==> src/hdl/sef_pkg.sv <==
// ----------------------------------------------------------------------------
// sef_pkg
// shared types, codes and constants of the rgb sobel edge filter
// ----------------------------------------------------------------------------
package sef_pkg;

    localparam int CFG_W   = 11;
    localparam int PIX_W   = 24;
    localparam int CH_W    = 8;
    localparam int GRAD_W  = 11;
    localparam int SQ_W    = 21;
    localparam int AREA_W  = 2 * CFG_W;
    localparam int CFG_RST = 1024;
    localparam int SAT_SUM = 65280;
    localparam int CH_MAX  = 255;

    localparam logic CFG_IDX_WIDTH  = 1'b0;
    localparam logic CFG_IDX_HEIGHT = 1'b1;

    localparam int KERN_X [3][3] = '{'{-1, 0, 1}, '{-2, 0, 2}, '{-1, 0, 1}};
    localparam int KERN_Y [3][3] = '{'{-1, -2, -1}, '{0, 0, 0}, '{1, 2, 1}};

    typedef struct packed {
        logic       op;
        logic [7:0] red_in;
        logic [7:0] green_in;
        logic [7:0] blue_in;
    } t_in_item;

    typedef struct packed {
        logic [7:0] edge_red;
        logic [7:0] edge_green;
        logic [7:0] edge_blue;
        logic       frame_end;
    } t_out_item;

    typedef enum logic [2:0] {
        ST_IDLE,
        ST_SHIFT,
        ST_GRAD,
        ST_SQR,
        ST_ROOT,
        ST_ROUND,
        ST_OUT
    } t_state;

    typedef struct packed {
        logic accept;
        logic shift;
        logic grad;
        logic sqr;
        logic step;
        logic round;
        logic out_load;
    } t_cmd;

    typedef struct packed {
        logic drop;
        logic emit;
        logic root_done;
        logic out_free;
    } t_status;

endpackage

==> src/hdl/sef_ctrl.sv <==
// ----------------------------------------------------------------------------
// sef_ctrl
// sequencer of one request: window shift, gradients, squares, root, output
// ----------------------------------------------------------------------------
module sef_ctrl (
    input  logic             i_clk,
    input  logic             i_rst_n,
    input  logic             i_in_valid,
    input  sef_pkg::t_status i_status,
    output sef_pkg::t_cmd    o_cmd,
    output logic             o_in_stall
);

    sef_pkg::t_state r_state;
    sef_pkg::t_state n_state;

    always_ff @(posedge i_clk) begin
        if (!i_rst_n) begin
            r_state <= sef_pkg::ST_IDLE;
        end else begin
            r_state <= n_state;
        end
    end

    always_comb begin
        n_state    = r_state;
        o_cmd      = '0;
        o_in_stall = 1'b1;
        unique case (r_state)
            sef_pkg::ST_IDLE: begin
                o_in_stall = 1'b0;
                if (i_in_valid && !i_status.drop) begin
                    o_cmd.accept = 1'b1;
                    n_state      = sef_pkg::ST_SHIFT;
                end
            end
            sef_pkg::ST_SHIFT: begin
                o_cmd.shift = 1'b1;
                n_state     = i_status.emit ? sef_pkg::ST_GRAD : sef_pkg::ST_IDLE;
            end
            sef_pkg::ST_GRAD: begin
                o_cmd.grad = 1'b1;
                n_state    = sef_pkg::ST_SQR;
            end
            sef_pkg::ST_SQR: begin
                o_cmd.sqr = 1'b1;
                n_state   = sef_pkg::ST_ROOT;
            end
            sef_pkg::ST_ROOT: begin
                if (i_status.root_done) begin
                    n_state = sef_pkg::ST_ROUND;
                end else begin
                    o_cmd.step = 1'b1;
                end
            end
            sef_pkg::ST_ROUND: begin
                o_cmd.round = 1'b1;
                n_state     = sef_pkg::ST_OUT;
            end
            sef_pkg::ST_OUT: begin
                if (i_status.out_free) begin
                    o_cmd.out_load = 1'b1;
                    n_state        = sef_pkg::ST_IDLE;
                end
            end
            default: begin
                n_state = sef_pkg::ST_IDLE;
            end
        endcase
    end

endmodule

==> config.mk <==
export PLATFORM = sky130hd
export DESIGN_NAME = sef_ctrl
export DESIGN_NICKNAME = d
export VERILOG_FILES = /design/src/hdl/sef_pkg.sv /design/src/hdl/sef_ctrl.sv
export SDC_FILE = /design/constraint.sdc
export NUM_CORES = 1
export LEC_CHECK = 0
export BUFFER_PORTS_ARGS = -buffer_cell sky130_fd_sc_hd__buf_2
export CORE_AREA = 3 3 40 42
export DETAILED_ROUTE_END_ITERATION = 16
export DIE_AREA = 0 0 43 45
export SLEW_MARGIN = 20
export SYNTH_ARGS = -nofsm -noshare
export SYNTH_HDL_FRONTEND = slang
export SYNTH_SLANG_ARGS = --single-unit
==> constraint.sdc <==
create_clock -name i_clk -period 1.8 [get_ports i_clk]
set_input_delay 0.36 -clock i_clk [delete_from_list [all_inputs] [get_ports i_clk]]
set_output_delay 0.36 -clock i_clk [all_outputs]
set_load 0.01 [all_outputs]
* Word level (Yosys, flattened, before mapping) *
Index checks and enable logic that the tools add are counted.

storage, ports and cells
  logic and storage cells = 30
  input port bits = 7
  output and inout bits = 8
  register bits = 3

operators by class
  reductions and logical operators = 4
  equal/unequal tests = 9
  muxes and demuxes = 16

operator list
  kind                  count
  $pmux W3 S7           1
  $mux W1               11
  $eq A3 B3 Y1 const B  3
  $mux W3               3
  $eq A3 B2 Y1 const B  2
  $ne A2 B2 Y1 const B  3
  $eq A3 B1 Y1 const B  1
  $logic_not A3 Y1      1
  $reduce_and A3 Y1     1
  $mux W2               1
  $logic_and A1 B1 Y1   1
  $logic_not A1 Y1      1

* Depth between registers and ports, before layout *
  depth after elaboration = 4
  mapped depth = 4
  gate-level depth less buffers = 3

* Worst setup path after synthesis *
OpenSTA, ideal clock, no wires.

  path kind = flip-flop to output port
  from = register r_state[2]
  to = output port o_cmd[6] (netlist name)
  data required time = 1440 ps
  stages on the path, launching flop included = 3
  path slack = 480 ps
  data arrival time = 960 ps
  buffers on the path = 0
  path through = dfxtp_1 or3_4 nor3b_2

RTL lines
  what                    RTL line        text
  start, declared         sef_ctrl.sv:14  sef_pkg::t_state r_state;
  start signal, assigned  sef_ctrl.sv:19  r_state <= sef_pkg::ST_IDLE;
  start signal, assigned  sef_ctrl.sv:21  r_state <= n_state;
  end, declared           sef_ctrl.sv:10  output sef_pkg::t_cmd o_cmd,

==> flow_metrics.tcl <==
set metrics [dict create \
    status "complete, no violations" \
    hold_ws_ns 0.371 \
    final_cell_mix "buf_2, nor3b_1, clkbuf_4, dfxtp_1" \
    critPathLaunchType "flop" \
    synth_area_leaders "dfxtp_1, nor3b_1, buf_12" \
    synthToLayoutAreaGrowth_pct 34.7 \
    seq_area_frac_synth 0.241 \
    path_clk_slew_ns 0.03 \
    wl_um 567 \
    timing.final.crit_share 0.937 \
    cp.required_ns 1.44 \
    syn_area_um2 249 \
    synth_fp_nets 34 \
    fmax_mhz 593 \
    globalplace.congestion 0.620 \
    crit_chain "or3_4 > nor3b_2 > buf_2" \
    vias_per_cell 4.19 \
    dp_cells 54 \
    worstSetupEndpointType "primary output" \
    synth_top_area_frac 0.241 \
    drv_slew 0 \
    critPathArrivalTime_ns 1.33 \
    ir_worst_vdd_uv 222 \
    synth-seq-cells 3 \
    ant_nets 0 \
    finalSetupViolCount 0 \
    io_pins 15 \
    die_h_um 45 \
    grt_pass1_wl_um 834 \
    worstHoldPathType "in -> reg" \
    first_global_vias 238 \
    tightestPinTransition_ns 0.370 \
    whs_path_depth 2 \
    hold_buffers 0 \
    p_per_area_mw_per_mm2 683 \
    skew_ns 0.000431 \
    min_to "r_state[2]$_SDFFE_PN0P_" \
    post-route-min-period_ns 1.69 \
    cts_resized 0 \
    clock_sinks 3 \
    firstDrtPassIters 2 \
    core_mm2 0.00128 \
    ctsLongestPathBuffers 2 \
    drt_iter0_drc 3 \
    rr_worst_depth 4 \
    cp_slowest_stage_delay_ns 0.41 \
    critPathSlowestCell "or3_4" \
    rrSetupSlack_ns 0.69 \
    wire_per_inst_um 9.78 \
    postSynthAreaPerCell_um2 9.22 \
    drive_gt1_frac 0.535 \
    rsz0062_at_grt "no" \
    vias 243 \
    largest_register_ffs 3 \
    die_w_um 43 \
    die_area_mm2 0.00194 \
    timing.rr.start "r_state[2]$_SDFFE_PN0P_" \
    grt_max_degree 13 \
    synth.distinct_cells 20 \
    min_from "i_rst_n" \
    post-cts-setup-buffer-count 0 \
    ys_warn_count 0 \
    htree_levels 1 \
    tns_ns 0 \
    grt_overflow 0 \
    clock_latency_ns 0.23 \
    cellLeakagePower_uw 0.000164 \
    nets 51 \
    final_core_utilization 0.261 \
    crit_fanout 12 \
    final_common_cell "buf_2" \
    synth_top_area_cell "dfxtp_1" \
    finalHoldViolCount 0 \
    drv_cap 0 \
    top_register "r_state" \
    synthCells 27 \
    rr_endpoint "r_state[0]$_SDFFE_PN0P_" \
    start_util 0.194 \
    cts_made_buffers 3 \
    drc 0 \
    antenna_found_initial 0 \
    cts.root.buffer_cell "clkbuf_4" \
    worst-setup-path-type "reg -> out" \
    final_cells 58 \
    fp-row-count 13 \
    antennaDiodeCount 0 \
    grt_usage 0.0599 \
    cts_tree "yes" \
    top_regs "r_state x3" \
    relSlewSlack 0.753 \
    port_buffers 14 \
]
per-layer routing:
metal	share of wire	global-route usage
met1	0.36	0.0409
met2	0.53	0.120
met3	0.10	0.0359
met4	0	0.0361
met5	0	0
cells in the mapped netlist:
cell	number
a211o_2	1
a211oi_1	1
a21oi_1	2
and2_1	1
and3b_2	1
and4b_1	1
buf_12	1
buf_2	1
buf_6	1
dfxtp_1	3
nand2_1	2
nor2_1	1
nor3b_1	3
nor3b_2	1
nor4b_1	1
o21a_1	1
o21ai_1	2
o21ai_2	1
or2_0	1
or3_4	1
metrics by stage:
stage / power (µW) / setup WS, ns / instance area (µm²)
floorplan: 103 / 0.480 / 249
global placement: 111 / 0.373 / 309
detailed placement: 111 / 0.359 / 309
CTS: 236 / 0.107 / 335
global route: 246 / 0.0349 / 335
finish: 229 / 0.113 / 335
report_power, final:
part | internal (µW) | switching, µW
Sequential | 69.3 | 6.63
Combinational | 19.6 | 14.7
Clock | 83.1 | 35.6
Total | 172 | 57.0
area by class of cell:
| class | instances | area (µm²) |
|---|---|---|
| fillers | 155 | 950 |
| multi-input cells | 21 | 153 |
| repair buffers | 15 | 77.6 |
| flip-flops and latches | 3 | 60.1 |
| clock buffers | 4 | 26.3 |
| well taps | 15 | 18.8 |
how the worst max path moves through the flow:
stage,cells past startpoint,to,start,slack (ns)
after global routing,3,o_cmd[6],r_state[1]$_SDFFE_PN0P_,0.03
after floorplan,2,o_cmd[6],r_state[2]$_SDFFE_PN0P_,0.48
final,3,o_cmd[6],r_state[1]$_SDFFE_PN0P_,0.11
after detailed placement,3,o_cmd[6],r_state[1]$_SDFFE_PN0P_,0.36
after global placement,3,o_cmd[6],r_state[1]$_SDFFE_PN0P_,0.37
after CTS,3,o_cmd[6],r_state[1]$_SDFFE_PN0P_,0.11
cell families (layout without fill, tap and decap cells):
group | after synthesis | in the layout | share of synthesized area
AOI/OAI and AO/OA | 8 | 8 | 0.216
and+or+nand+nor | 13 | 13 | 0.397
buffers and inverters | 3 | 19 | 0.146
DFF | 3 | 3 | 0.241
critical path, delay by kind of cell, from the launching register on:
| family | cells | cell delay (ns) |
|---|---|---|
| flops | 1 | 0.39 |
| simple gates | 2 | 0.56 |
| buf+inv | 1 | 0.14 |
(Power assumes the default switching activity.)
